[config.mk]
export PLATFORM = sky130hd
export DESIGN_NAME = trackball_pulse_accumulator_flat
export DESIGN_NICKNAME = d
export VERILOG_FILES = /design/src/tpa_pkg.sv /design/src/tpa_item_if.sv /design/src/tpa_result_if.sv /design/src/tpa_cfg_if.sv /design/src/tpa_core.sv /design/src/tpa_out_queue.sv /design/src/trackball_pulse_accumulator.sv /design/src/flat_wrapper.sv
export VERILOG_INCLUDE_DIRS = /design/src /design/src/src
export SDC_FILE = /design/constraint.sdc
export NUM_CORES = 1
export LEC_CHECK = 0
export BUFFER_PORTS_ARGS = -buffer_cell sky130_fd_sc_hd__buf_2
export CORE_MARGIN = 4
export CORE_UTILIZATION = 36
export CTS_CLUSTER_SIZE = 10
export DETAILED_ROUTE_END_ITERATION = 6
export HOLD_SLACK_MARGIN = 0.06
export PLACE_DENSITY = 0.6
export SLEW_MARGIN = 30
export SYNTH_ARGS = -nofsm -noshare
export SYNTH_HDL_FRONTEND = slang
export SYNTH_SLANG_ARGS = --single-unit
[constraint.sdc]
create_clock -name clk -period 6.2 [get_ports clk]
set_input_delay 0.93 -clock clk [delete_from_list [all_inputs] [get_ports clk]]
set_output_delay 0.93 -clock clk [all_outputs]
set_load 0.03 [all_outputs]
[src/trackball_pulse_accumulator_macros.svh]
// Assertion macros for the trackball pulse accumulator.
// Expects clk and arst_n in scope where the macros are used.
`ifndef TRACKBALL_PULSE_ACCUMULATOR_MACROS_SVH
`define TRACKBALL_PULSE_ACCUMULATOR_MACROS_SVH

// Same-cycle implication, disabled during reset
`define TPA_ASSERT_IMPL(label, ante, cons) \
	label: assert property (@(posedge clk) disable iff (!arst_n) (ante) |-> (cons)) \
		else $error("tpa assertion failed");

// Next-cycle implication, disabled during reset
`define TPA_ASSERT_NEXT(label, ante, cons) \
	label: assert property (@(posedge clk) disable iff (!arst_n) (ante) |=> (cons)) \
		else $error("tpa assertion failed");

`endif

[src/tpa_pkg.sv]
// Shared types and constants for the trackball pulse accumulator.
// No dependencies; used by the core, result queue and top level.
package tpa_pkg;

	// Input item action codes
	typedef enum logic [1:0] {
		ACT_TICK   = 2'd0,
		ACT_PULSE  = 2'd1,
		ACT_BUTTON = 2'd2
	} action_t;

	// Result axis codes
	typedef enum logic [1:0] {
		AXIS_X      = 2'd0,
		AXIS_Y      = 2'd1,
		AXIS_BUTTON = 2'd2
	} axis_t;

	// Configuration register indexes
	localparam int CFG_INDEX_BITS = 2;
	localparam int CFG_DATA_BITS  = 16;
	localparam logic [CFG_INDEX_BITS-1:0] REG_INTERVAL = 2'd0;
	localparam logic [CFG_INDEX_BITS-1:0] REG_INVERT_X = 2'd1;
	localparam logic [CFG_INDEX_BITS-1:0] REG_INVERT_Y = 2'd2;
	localparam logic [CFG_INDEX_BITS-1:0] REG_SWAP_XY  = 2'd3;
	localparam logic [CFG_DATA_BITS-1:0]  INTERVAL_RESET = 16'd8;

	// Result amount range
	localparam int AMOUNT_BITS = 9;
	localparam logic signed [AMOUNT_BITS-1:0] AMOUNT_MAX = 9'sd255;

	// Result queue geometry
	localparam int Q_DEPTH    = 4;
	localparam int Q_PTR_BITS = 2;
	localparam int Q_CNT_BITS = 3;

	typedef struct packed {
		logic [1:0]                    action;
		logic [1:0]                    direction;
		logic                          button_level;
	} item_t;

	typedef struct packed {
		logic                          wr;
		logic [CFG_INDEX_BITS-1:0]     index;
		logic [CFG_DATA_BITS-1:0]      data;
	} cfg_wr_t;

	typedef struct packed {
		logic [1:0]                    axis;
		logic signed [AMOUNT_BITS-1:0] amount;
		logic                          sync;
	} result_t;

	// Up to two results handed to the queue in one cycle
	typedef struct packed {
		logic [1:0]                    n;
		result_t                       res0;
		result_t                       res1;
	} push_t;

endpackage

[src/tpa_item_if.sv]
// Input item channel of the trackball pulse accumulator.
// Stand-alone interface, no dependencies.
interface tpa_item_if;
	logic       valid;
	logic       ready;
	logic [1:0] action;
	logic [1:0] direction;
	logic       button_level;

	modport source (output valid, action, direction, button_level, input ready);
	modport sink (input valid, action, direction, button_level, output ready);
endinterface

[src/tpa_result_if.sv]
// Result item channel of the trackball pulse accumulator.
// Stand-alone interface, no dependencies.
interface tpa_result_if;
	logic              valid;
	logic              ready;
	logic [1:0]        axis;
	logic signed [8:0] amount;
	logic              sync;

	modport source (output valid, axis, amount, sync, input ready);
	modport sink (input valid, axis, amount, sync, output ready);
endinterface

[src/tpa_cfg_if.sv]
// Configuration write channel of the trackball pulse accumulator.
// Stand-alone interface, no dependencies.
interface tpa_cfg_if;
	logic        valid;
	logic        ready;
	logic [1:0]  index;
	logic [15:0] data;

	modport source (output valid, index, data, input ready);
	modport sink (input valid, index, data, output ready);
endinterface

[src/tpa_core.sv]
// Input register, pulse counters, report timer and result forming.
// Depends on tpa_pkg.
module tpa_core #(
	parameter int COUNT_BITS = 8
) (
	input  logic            clk,
	input  logic            arst_n,
	input  logic            take,
	input  tpa_pkg::item_t  item,
	input  tpa_pkg::cfg_wr_t cfg_wr,
	output tpa_pkg::push_t  push
);

	localparam logic [COUNT_BITS-1:0] CNT_MAX = '1;
	// Delta width: room for the difference and the clamp limit
	localparam int DW = (COUNT_BITS + 1 > 10) ? COUNT_BITS + 1 : 10;
	localparam logic signed [DW-1:0] LIM = DW'(255);

	logic                          valid_s1;
	tpa_pkg::item_t                item_s1;

	logic [COUNT_BITS-1:0]         cnt_q [4];
	logic                          pending_q;
	logic [15:0]                   ticks_q;

	logic [15:0]                   interval_q;
	logic                          invert_x_q;
	logic                          invert_y_q;
	logic                          swap_xy_q;

	logic                          is_pulse;
	logic                          is_tick;
	logic                          is_button;
	logic                          expire;
	logic signed [DW-1:0]          dx, dy, sx, sy, ix, iy;
	logic signed [tpa_pkg::AMOUNT_BITS-1:0] xc, yc;
	logic                          xnz, ynz;

	// Input register
	always_ff @(posedge clk or negedge arst_n) begin
		if (!arst_n) begin
			valid_s1 <= 1'b0;
		end else begin
			valid_s1 <= take;
		end
	end

	always_ff @(posedge clk) begin
		if (take) begin
			item_s1 <= item;
		end
	end

	// Configuration registers
	always_ff @(posedge clk or negedge arst_n) begin
		if (!arst_n) begin
			interval_q <= tpa_pkg::INTERVAL_RESET;
			invert_x_q <= 1'b0;
			invert_y_q <= 1'b0;
			swap_xy_q  <= 1'b0;
		end else if (cfg_wr.wr) begin
			case (cfg_wr.index)
				tpa_pkg::REG_INTERVAL: interval_q <= cfg_wr.data;
				tpa_pkg::REG_INVERT_X: invert_x_q <= cfg_wr.data[0];
				tpa_pkg::REG_INVERT_Y: invert_y_q <= cfg_wr.data[0];
				tpa_pkg::REG_SWAP_XY:  swap_xy_q  <= cfg_wr.data[0];
				default: ;
			endcase
		end
	end

	// Decode of the registered item
	assign is_pulse  = valid_s1 && (item_s1.action == tpa_pkg::ACT_PULSE);
	assign is_tick   = valid_s1 && (item_s1.action == tpa_pkg::ACT_TICK);
	assign is_button = valid_s1 && (item_s1.action == tpa_pkg::ACT_BUTTON);
	assign expire    = is_tick && pending_q && (ticks_q <= 16'd1);

	// Counters and one-shot timer
	always_ff @(posedge clk or negedge arst_n) begin
		if (!arst_n) begin
			for (int i = 0; i < 4; i++) begin
				cnt_q[i] <= '0;
			end
			pending_q <= 1'b0;
			ticks_q   <= '0;
		end else if (is_pulse) begin
			if (cnt_q[item_s1.direction] != CNT_MAX) begin
				cnt_q[item_s1.direction] <= cnt_q[item_s1.direction] + 1'b1;
			end
			if (!pending_q) begin
				pending_q <= 1'b1;
				ticks_q   <= interval_q;
			end
		end else if (expire) begin
			for (int i = 0; i < 4; i++) begin
				cnt_q[i] <= '0;
			end
			pending_q <= 1'b0;
			ticks_q   <= '0;
		end else if (is_tick && pending_q) begin
			ticks_q <= ticks_q - 16'd1;
		end
	end

	// Deltas: right - left, down - up; swap, then invert, then clamp
	always_comb begin
		dx = $signed({{(DW-COUNT_BITS){1'b0}}, cnt_q[3]})
			- $signed({{(DW-COUNT_BITS){1'b0}}, cnt_q[2]});
		dy = $signed({{(DW-COUNT_BITS){1'b0}}, cnt_q[1]})
			- $signed({{(DW-COUNT_BITS){1'b0}}, cnt_q[0]});
		sx = swap_xy_q ? dy : dx;
		sy = swap_xy_q ? dx : dy;
		ix = invert_x_q ? -sx : sx;
		iy = invert_y_q ? -sy : sy;
		if (ix > LIM) begin
			xc = tpa_pkg::AMOUNT_MAX;
		end else if (ix < -LIM) begin
			xc = -tpa_pkg::AMOUNT_MAX;
		end else begin
			xc = ix[tpa_pkg::AMOUNT_BITS-1:0];
		end
		if (iy > LIM) begin
			yc = tpa_pkg::AMOUNT_MAX;
		end else if (iy < -LIM) begin
			yc = -tpa_pkg::AMOUNT_MAX;
		end else begin
			yc = iy[tpa_pkg::AMOUNT_BITS-1:0];
		end
		xnz = (xc != '0);
		ynz = (yc != '0);
	end

	// Results for the queue
	always_comb begin
		push.n           = 2'd0;
		push.res0.axis   = tpa_pkg::AXIS_Y;
		push.res0.amount = yc;
		push.res0.sync   = 1'b1;
		push.res1.axis   = tpa_pkg::AXIS_Y;
		push.res1.amount = yc;
		push.res1.sync   = 1'b1;
		if (is_button) begin
			push.n           = 2'd1;
			push.res0.axis   = tpa_pkg::AXIS_BUTTON;
			push.res0.amount = {{(tpa_pkg::AMOUNT_BITS-1){1'b0}}, item_s1.button_level};
		end else if (expire) begin
			push.n = {1'b0, xnz} + {1'b0, ynz};
			if (xnz) begin
				push.res0.axis   = tpa_pkg::AXIS_X;
				push.res0.amount = xc;
				push.res0.sync   = !ynz;
			end
		end
	end

endmodule

[src/tpa_out_queue.sv]
// Four-entry result queue: takes up to two results a cycle, gives one.
// Depends on tpa_pkg and tpa_result_if.
module tpa_out_queue (
	input  logic                              clk,
	input  logic                              arst_n,
	input  tpa_pkg::push_t                    push,
	output logic [tpa_pkg::Q_CNT_BITS-1:0]    count,
	tpa_result_if.source                      results
);

	tpa_pkg::result_t                 mem_q [tpa_pkg::Q_DEPTH];
	logic [tpa_pkg::Q_PTR_BITS-1:0]   wr_ptr_q;
	logic [tpa_pkg::Q_PTR_BITS-1:0]   rd_ptr_q;
	logic [tpa_pkg::Q_CNT_BITS-1:0]   count_q;
	logic                             pop;
	logic [tpa_pkg::Q_PTR_BITS-1:0]   wr_ptr_nx;

	assign pop       = results.valid && results.ready;
	assign wr_ptr_nx = wr_ptr_q + 1'b1;

	// Pointers and fill count
	always_ff @(posedge clk or negedge arst_n) begin
		if (!arst_n) begin
			wr_ptr_q <= '0;
			rd_ptr_q <= '0;
			count_q  <= '0;
		end else begin
			wr_ptr_q <= wr_ptr_q + push.n;
			if (pop) begin
				rd_ptr_q <= rd_ptr_q + 1'b1;
			end
			count_q <= count_q + {1'b0, push.n} - {{(tpa_pkg::Q_CNT_BITS-1){1'b0}}, pop};
		end
	end

	// Entry storage
	always_ff @(posedge clk) begin
		if (push.n != 2'd0) begin
			mem_q[wr_ptr_q] <= push.res0;
		end
		if (push.n == 2'd2) begin
			mem_q[wr_ptr_nx] <= push.res1;
		end
	end

	assign count          = count_q;
	assign results.valid  = (count_q != '0);
	assign results.axis   = mem_q[rd_ptr_q].axis;
	assign results.amount = mem_q[rd_ptr_q].amount;
	assign results.sync   = mem_q[rd_ptr_q].sync;

endmodule

[src/trackball_pulse_accumulator.sv]
// Trackball pulse accumulator: input register, counters and timer, result queue.
// Depends on tpa_pkg, the three channel interfaces, tpa_core, tpa_out_queue
// and trackball_pulse_accumulator_macros.svh.
//
// Channels: items carries ticks, direction pulse edges and button changes;
// results carries axis, amount and sync; cfg writes the four registers
// (interval, invert x, invert y, swap) and is always ready.
// An accepted item is registered, then processed in the next cycle; its
// results are then registered into a four-entry queue, and results.valid
// is up once they are stored. One item can be accepted every cycle while
// items.ready is high. A report expiry gives up to two results, which leave
// the queue one after the other as the receiver takes them.
// items.ready is low while the queue, plus what the registered item is
// about to add, leaves less than room for two more results; a stalled
// receiver therefore fills the queue and then holds off new items.
// Reset clears the counters, the timer, the queue and the registers to
// their defaults (interval 8, no swap, no inversion).
`include "trackball_pulse_accumulator_macros.svh"

module trackball_pulse_accumulator #(
	parameter int COUNT_BITS = 8
) (
	input  logic         clk,
	input  logic         arst_n,
	tpa_item_if.sink     items,
	tpa_result_if.source results,
	tpa_cfg_if.sink      cfg
);

	tpa_pkg::item_t                   item;
	tpa_pkg::cfg_wr_t                 cfg_wr;
	tpa_pkg::push_t                   push;
	logic [tpa_pkg::Q_CNT_BITS-1:0]   q_count;
	logic                             take;

	// Flow control: keep room for the registered item and one more
	assign items.ready = ({1'b0, q_count} + {2'b00, push.n}) <= 4'd2;
	assign take        = items.valid && items.ready;
	assign cfg.ready   = 1'b1;

	assign item.action       = items.action;
	assign item.direction    = items.direction;
	assign item.button_level = items.button_level;
	assign cfg_wr.wr         = cfg.valid && cfg.ready;
	assign cfg_wr.index      = cfg.index;
	assign cfg_wr.data       = cfg.data;

	tpa_core #(
		.COUNT_BITS (COUNT_BITS)
	) u_core (
		.clk    (clk),
		.arst_n (arst_n),
		.take   (take),
		.item   (item),
		.cfg_wr (cfg_wr),
		.push   (push)
	);

	tpa_out_queue u_queue (
		.clk     (clk),
		.arst_n  (arst_n),
		.push    (push),
		.count   (q_count),
		.results (results)
	);

	// Checks
	`TPA_ASSERT_IMPL(a_count_bound, 1'b1, q_count <= 3'd4)
	`TPA_ASSERT_IMPL(a_full_stalls, q_count == 3'd4, !items.ready)
	`TPA_ASSERT_NEXT(a_push_shows, push.n != 2'd0, results.valid)

endmodule
[src/flat_wrapper.sv]
// flat-port wrapper written by rule: the top's interface ports become plain ports
module trackball_pulse_accumulator_flat 
#(
	parameter int COUNT_BITS = 8
)
  (clk, arst_n, items_valid, items_action, items_direction, items_button_level, items_ready, results_valid, results_axis, results_amount, results_sync, results_ready, cfg_valid, cfg_index, cfg_data, cfg_ready);
  tpa_item_if items_i ();
  tpa_result_if results_i ();
  tpa_cfg_if cfg_i ();
  input  logic clk;
  input  logic arst_n;
  input wire logic [$bits(items_i.valid)-1:0] items_valid;
  input wire logic [$bits(items_i.action)-1:0] items_action;
  input wire logic [$bits(items_i.direction)-1:0] items_direction;
  input wire logic [$bits(items_i.button_level)-1:0] items_button_level;
  output wire logic [$bits(items_i.ready)-1:0] items_ready;
  output wire logic [$bits(results_i.valid)-1:0] results_valid;
  output wire logic [$bits(results_i.axis)-1:0] results_axis;
  output wire logic [$bits(results_i.amount)-1:0] results_amount;
  output wire logic [$bits(results_i.sync)-1:0] results_sync;
  input wire logic [$bits(results_i.ready)-1:0] results_ready;
  input wire logic [$bits(cfg_i.valid)-1:0] cfg_valid;
  input wire logic [$bits(cfg_i.index)-1:0] cfg_index;
  input wire logic [$bits(cfg_i.data)-1:0] cfg_data;
  output wire logic [$bits(cfg_i.ready)-1:0] cfg_ready;
  assign items_i.valid = items_valid;
  assign items_i.action = items_action;
  assign items_i.direction = items_direction;
  assign items_i.button_level = items_button_level;
  assign items_ready = items_i.ready;
  assign results_valid = results_i.valid;
  assign results_axis = results_i.axis;
  assign results_amount = results_i.amount;
  assign results_sync = results_i.sync;
  assign results_i.ready = results_ready;
  assign cfg_i.valid = cfg_valid;
  assign cfg_i.index = cfg_index;
  assign cfg_i.data = cfg_data;
  assign cfg_ready = cfg_i.ready;
  trackball_pulse_accumulator #(.COUNT_BITS(COUNT_BITS)) u_core (.clk(clk), .arst_n(arst_n), .items(items_i), .results(results_i), .cfg(cfg_i));
endmodule
==> results of run 1 <==
area by class of cell:
cell class              count  area [µm²]
fillers                  2104       12530
multi-input cells         649        4876
flip-flops and latches    129        3376
repair buffers            111       778.2
clock buffers              20       457.9
well taps                 285       356.6
inverters                  42       157.7
clock inverters            12       108.9
cell families (layout without fill, tap and decap cells):
kind of cell,after synthesis,after routing,share of synthesized area (%)
adder cells (fa/ha/maj),37,37,5.863
XOR/XNOR,32,32,3.566
AND/OR/NAND/NOR,262,262,15.31
AO/OA/AOI/OAI,255,255,20.11
multiplexers,62,62,10.95
buffers and inverters,72,185,3.400
other,1,1,0.04529
flip-flops,129,129,40.75
routing by layer:
| metal | up-vias | part of all wire [%] | track usage [%] | wire length [µm] |
|---|---|---|---|---|
| li1 | 3364 | - | - | - |
| met1 | 3338 | 46 | 23.46 | 10040 |
| met2 | 226 | 47 | 27.44 | 10300 |
| met3 | 48 | 5.3 | 3.303 | 1163 |
| met4 | 0 | 2.4 | 5.996 | 518 |
| met5 | - | 0 | 0 | 0 |
worst max-delay path, cell delays in order, from the launching register on:
cell	delay [ps]
dfrtp_1	380
inv_2	60
ha_1	130
inv_1	50
fa_2	360
a211oi_4	260
o21ai_1	130
a221o_1	370
a32oi_2	180
nand2b_4	190
o21ai_4	70
mux2i_4	280
buf_6	150
a21oi_1	50
nor2_1	180
nand2_1	80
or4_4	540
ha_4	240
nand2_2	60
nand2_2	80
ha_4	190
fa_2	330
o21a_1	180
a21oi_2	130
buf_6	150
power by group through the flow:
stage               clock, mW  combinational (mW)  sequential, mW
floorplan                   0                2.42            1.17
global placement            0                3.23            1.28
detailed placement          0                3.26            1.28
CTS                     0.986                4.05            1.27
global route             1.03                4.79            1.30
finish                  0.971                4.43            1.27
through the flow:
step | setup slack, ps | std cells | power (mW) | cell area (µm²) | util [%]
after global routing | -190.5 | 1248 | 7.120 | 10110 | 44.66
after floorplan | 160.2 | 850 | 3.589 | 8284 | -
final | 19.92 | 1248 | 6.678 | 10110 | 44.66
after CTS | 4.623 | 1241 | 6.308 | 9937 | 43.89
after detailed placement | 37.88 | 1174 | 4.539 | 8960 | 39.57
after global placement | 131.4 | 1173 | 4.512 | 8932 | 39.45
worst paths after layout:
check,startpoint,end,slack (ps),cells after the start
worst min-delay path,arst_n,u_core.u_core.cnt_q[30],430,1
min in group clk,u_core.u_queue.mem_q[2][10],u_core.u_queue.mem_q[2][10],490,1
max in group asynchronous,arst_n,u_core.u_core.interval_q[3],5120,2
worst max-delay path,u_core.u_core.cnt_q[0],items_ready,20,24
worst min register to register,u_core.u_queue.mem_q[2][10],u_core.u_queue.mem_q[2][10],490,1
worst max register to register,u_core.u_core.cnt_q[16],u_core.u_queue.mem_q[0][3],200,37
flip-flops by register name, indices dropped and copies added (netlist names), 2 cells and up:
signal and flops:
u_core.u_queue.count 3, u_core.u_core.interval_q 16, u_core.u_core.cnt_q 32, u_core.u_core.item_s1 5, u_core.u_queue.mem_q 48, u_core.u_core.ticks_q 16
u_core.u_queue.wr_ptr_q 2, u_core.u_queue.rd_ptr_q 2
cells in the final DEF, fill, tap and decap left out, drive strengths merged, types with 12 or more instances in the layout:
cell type / count
ha: 30
o22ai: 33
nand2b: 13
mux4: 20
nand2: 90
inv: 43
a21oi: 42
nor2: 61
nand3: 17
dfrtp: 75
mux2i: 13
xor2: 14
clkbuf: 20
mux2: 29
dfxtp: 12
edfxtp: 41
buf: 111
o21ai: 99
xnor2: 18
nor3: 21
o21a: 13
timing repair:
action / in CTS / in global routing
setup endpoints to repair: 1 / 5
pin swaps: 20 / 19
hold buffers: 0 / 0
resized for setup: 32 / 27
endpoints found under the hold margin: 0 / 0
setup buffers: 35 / 10
==> reports/qor.csv, run 1 <==
metric;value;unit
top post-synthesis cells by area;dfrtp_1, edfxtp_1, mux4_2;
Via Count;6976;
TritonCTS clock tree;done;
peak supply drop;0.4121;mV
clk_lat worst skew;430;ps
period utilisation layout;99.68;%
CP Launch Type;register;
core area;22640;µm²
Final Skew;19.59;ps
Switching Fraction;43.11;%
EDFF count, synth;41;
clock power share;14.5;%
top-count cell post-synth;nand2_1;
register area share after synthesis;40.75;%
num rows;55;
Syn. warnings;0;
CP Max Fanout;4;
buffers added on ports;41;
kind of critical path;reg2out;
Cell Area, Synth;8280;µm²
WL/cell;17.64;µm
RePlAce Congestion;0.9174;
switching pwr;2.879;mW
Slew Limit Fails;0;
hold_ws;428.0;ps
critical path capture point type;output pin;
Syn Nets;912;
final worst path period need;6180;ps
vias in the first global route;6777;
RSZ-0062 raised after global routing;true;
Max H-tree Level;4;
Critical Path AT;5250;ps
CTS root buf;clkbuf_16;
Max Fclk;161.8;MHz
Initial DRC Count;441;
Post-DP HPWL;15530;µm
Leak;4.071;nW
Post-Syn Instances;850;
gr usage total;17.18;%
CTS sink cnt;129;
final net count;1012;
first-pass GRT wire length;35680;µm
Diodes inserted;0;
Pint;3.799;mW
min-delay worst type;in2async;
grt total ovfl;0;
initial antenna violation count;0;
Layout area overhead;22.11;%
setup TNS;0;ps
Commonest cells post-synth;nand2_1, o21ai_0, dfrtp_1, nor2_1;
Avg Synthesized Cell Area;9.742;µm²
Cell variety after synth;80;
Starting Density;36.57;%
main flop type after synthesis;dfrtp_1;
largest net degree at the start of global routing;49;
die area;25490;µm²
Combinational Power Share;66.4;%
Slew @ Worst Pin;859.9;ps
asr flop ratio synth;58.91;%
IO Count;43;
area leader, netlist;dfrtp_1;
Fin. Hold Viols;0;
cts bufs inserted;17;
#FFs+latches synth;129;
max cap viols;0;
Initial DRT Pass Iterations;7;
WL final;22020;µm
die width;159.7;µm
Seq pwr share;19.1;%
top-area cell type share of the netlist area;22.67;%
share of cells above drive strength 1;26.48;%
CTS clk-pin slew, worst paths;60;ps
Final setup violation count;0;
Max-slew headroom;42.67;%
drt drc;0;
routed vias/inst;5.590;
Routed Antenna Nets;0;
Cell Pwr Density;660.5;nW/µm²
clock tree buffer depth;2;
WP data required;5270;ps
Die H;159.7;µm
outcome;complete, no violations;
Power figures use the tool's default switching activity.
==> run 2: changes to the inputs <==
--- a/config.mk
+++ b/config.mk
@@ -15,2 +15,3 @@
 export PLACE_DENSITY = 0.6
+export SKIP_CTS_REPAIR_TIMING = 1
 export SLEW_MARGIN = 30
--- a/constraint.sdc
+++ b/constraint.sdc
@@ -3,2 +3,2 @@
 set_output_delay 0.93 -clock clk [all_outputs]
-set_load 0.03 [all_outputs]
+set_load 0.05 [all_outputs]
==> reports/qor.csv, run 2 (synthesis gave the netlist of run 1 again) <==
metric;value;unit
outcome;finished with violations;
violated checks;setup timing;
CTS root buf;clkbuf_16;
Routed Antenna Nets;0;
RePlAce Congestion;0.8710;
Slew Limit Fails;0;
Tot Pwr;6.074;mW
Final Skew;27.63;ps
min-delay worst type;reg2reg;
Max H-tree Level;4;
num rows;55;
Fillers;2208;
max cap viols;0;
max layer used;met4;
cts bufs inserted;17;
Die H;159.7;µm
share of cells above drive strength 1;24.04;%
WL/cell;18.02;µm
met2 WL;10200;µm
Top Registers;u_core.u_queue.mem_q x48, u_core.u_core.cnt_q x32;
WP data required;5270;ps
CP Max Fanout;6;
Cell Pwr Density;615.1;nW/µm²
Final Non-Filler Cells;1225;
period utilisation layout;100.7;%
CP Launch Type;register;
routed vias/inst;5.713;
initial antenna violation count;0;
Met1 Wirelength;10210;µm
Largest Register;u_core.u_queue.mem_q;
slowest CP cell;or4_4;
clk_lat worst skew;440;ps
Leak;3.945;nW
gr usage total;16.97;%
critical path capture point type;output pin;
Layout area overhead;19.25;%
max reg flops;48;
vias in the first global route;6638;
core area;22640;µm²
Diodes inserted;0;
Initial DRT Pass Iterations;5;
WL final;22070;µm
Slew @ Worst Pin;795.8;ps
clock tree buffer depth;2;
Worst path max stage delay;530;ps
worst path cell trace;inv_2 -> ha_4 -> inv_2 -> fa_2 -> a211oi_2 -> o21ai_1 -> a221o_1 -> a32oi_2 -> nand2b_4 -> o21ai_2 -> xnor2_4 -> a21oi_2 -> nor2_1 -> nand2_1 -> or4_4 -> ha_4 -> nand2_4 -> nand2_4 -> ha_4 -> fa_2 -> o21a_1 -> a21oi_2 -> buf_6;
Final setup violation count;1;
buffers added on ports;41;
Initial DRC Count;499;
Max-slew headroom;45.43;%
IO Count;43;
post-route setup slack;-46.13;ps
RSZ-0062 raised after global routing;true;
Fin. Hold Viols;0;
DR WL met3;1181;µm
setup TNS;-46.13;ps
kind of critical path;reg2out;
most frequent cells in the layout;nand2_1, o21ai_0, dfrtp_1;
drt drc;0;
Crit path top cell by count;ha_4;
Critical Path AT;5320;ps
largest net degree at the start of global routing;77;
CTS clk-pin slew, worst paths;70;ps
grt total ovfl;0;
die area;25490;µm²
Via Count;6999;
Core Util, Final;43.61;%
final net count;989;
first-pass GRT wire length;35290;µm
Placed Cells;1177;
final worst path period need;6246;ps
TritonCTS clock tree;done;
peak supply drop;0.2818;mV
die width;159.7;µm
commonest non-fill, non-tap cell in the layout;nand2_1;
CTS sink cnt;129;
Max Fclk;160.1;MHz
Post-DP HPWL;15590;µm
Starting Density;36.57;%
-- run 2: cell types whose count changed in the layout (fill, tap and decap cells not counted), sizes merged --
cell,before,now
or3,9,10
clkbuf,20,17
inv,43,50
clkinv,10,5
bufinv,1,0
clkinvlp,0,2
buf,111,87
-- run 2: through the flow --
stage               area (µm²)  worst slack (ps)  hold WS (ps)
floorplan                 8284             6.394         438.5
global placement          8975             90.68         465.3
detailed placement        8975            -30.69         472.2
CTS                       9562            -517.5         486.7
global route              9874            -281.1         502.6
finish                    9874            -46.13         485.1
-- run 2: final timing paths --
kind / depth (start not counted) / end / slack [ps] / from
worst max-delay path: 23 / items_ready / -50 / u_core.u_core.cnt_q[0]
max in group asynchronous: 1 / u_core.u_queue.rd_ptr_q[0] / 5130 / arst_n
worst min register to register: 1 / u_core.u_queue.mem_q[2][10] / 490 / u_core.u_queue.mem_q[2][10]
min in group asynchronous: 1 / u_core.u_core.cnt_q[16] / 520 / arst_n
worst max register to register: 21 / u_core.u_queue.mem_q[3][8] / 700 / u_core.u_core.cnt_q[0]
worst min-delay path: 1 / u_core.u_queue.mem_q[2][10] / 490 / u_core.u_queue.mem_q[2][10]
-- run 2: worst max-delay path, delay by kind of cell (launching register included) --
| kind | cells | cell delay (ps) |
|---|---|---|
| AOI/OAI and AO/OA | 8 | 1540 |
| DFF | 1 | 390 |
| buffers and inverters | 3 | 290 |
| xor gates and xnor gates | 1 | 300 |
| and+or+nand+nor | 6 | 1070 |
| adders and majority gates | 5 | 1280 |
-- run 2: area by class of cell --
type	instances	area [µm²]	share of cell area, %
Multi-Input combinational cell	650	4810	48.71
Inverter	42	157.7	1.597
Sequential cell	129	3376	34.19
Tap cell	285	356.6	3.611
Timing Repair Buffer	87	588.1	5.955
Clock buffer	17	425.4	4.308
Clock inverter	15	161.4	1.635
-- run 2: report_power, final --
| part | internal [mW] | total, mW | leakage, nW | switching [mW] |
|---|---|---|---|---|
| Combinational | 1.64 | 3.79 | 2.20 | 2.16 |
| Sequential | 1.06 | 1.27 | 1.46 | 0.212 |
| Clock | 0.539 | 1.01 | 0.281 | 0.470 |
-- run 2: metal layers --
metal	vias up	GRT usage [%]
met4	0	5.523
li1	3317	-
met3	42	3.252
met5	-	0
met1	3401	24.28
met2	239	25.99
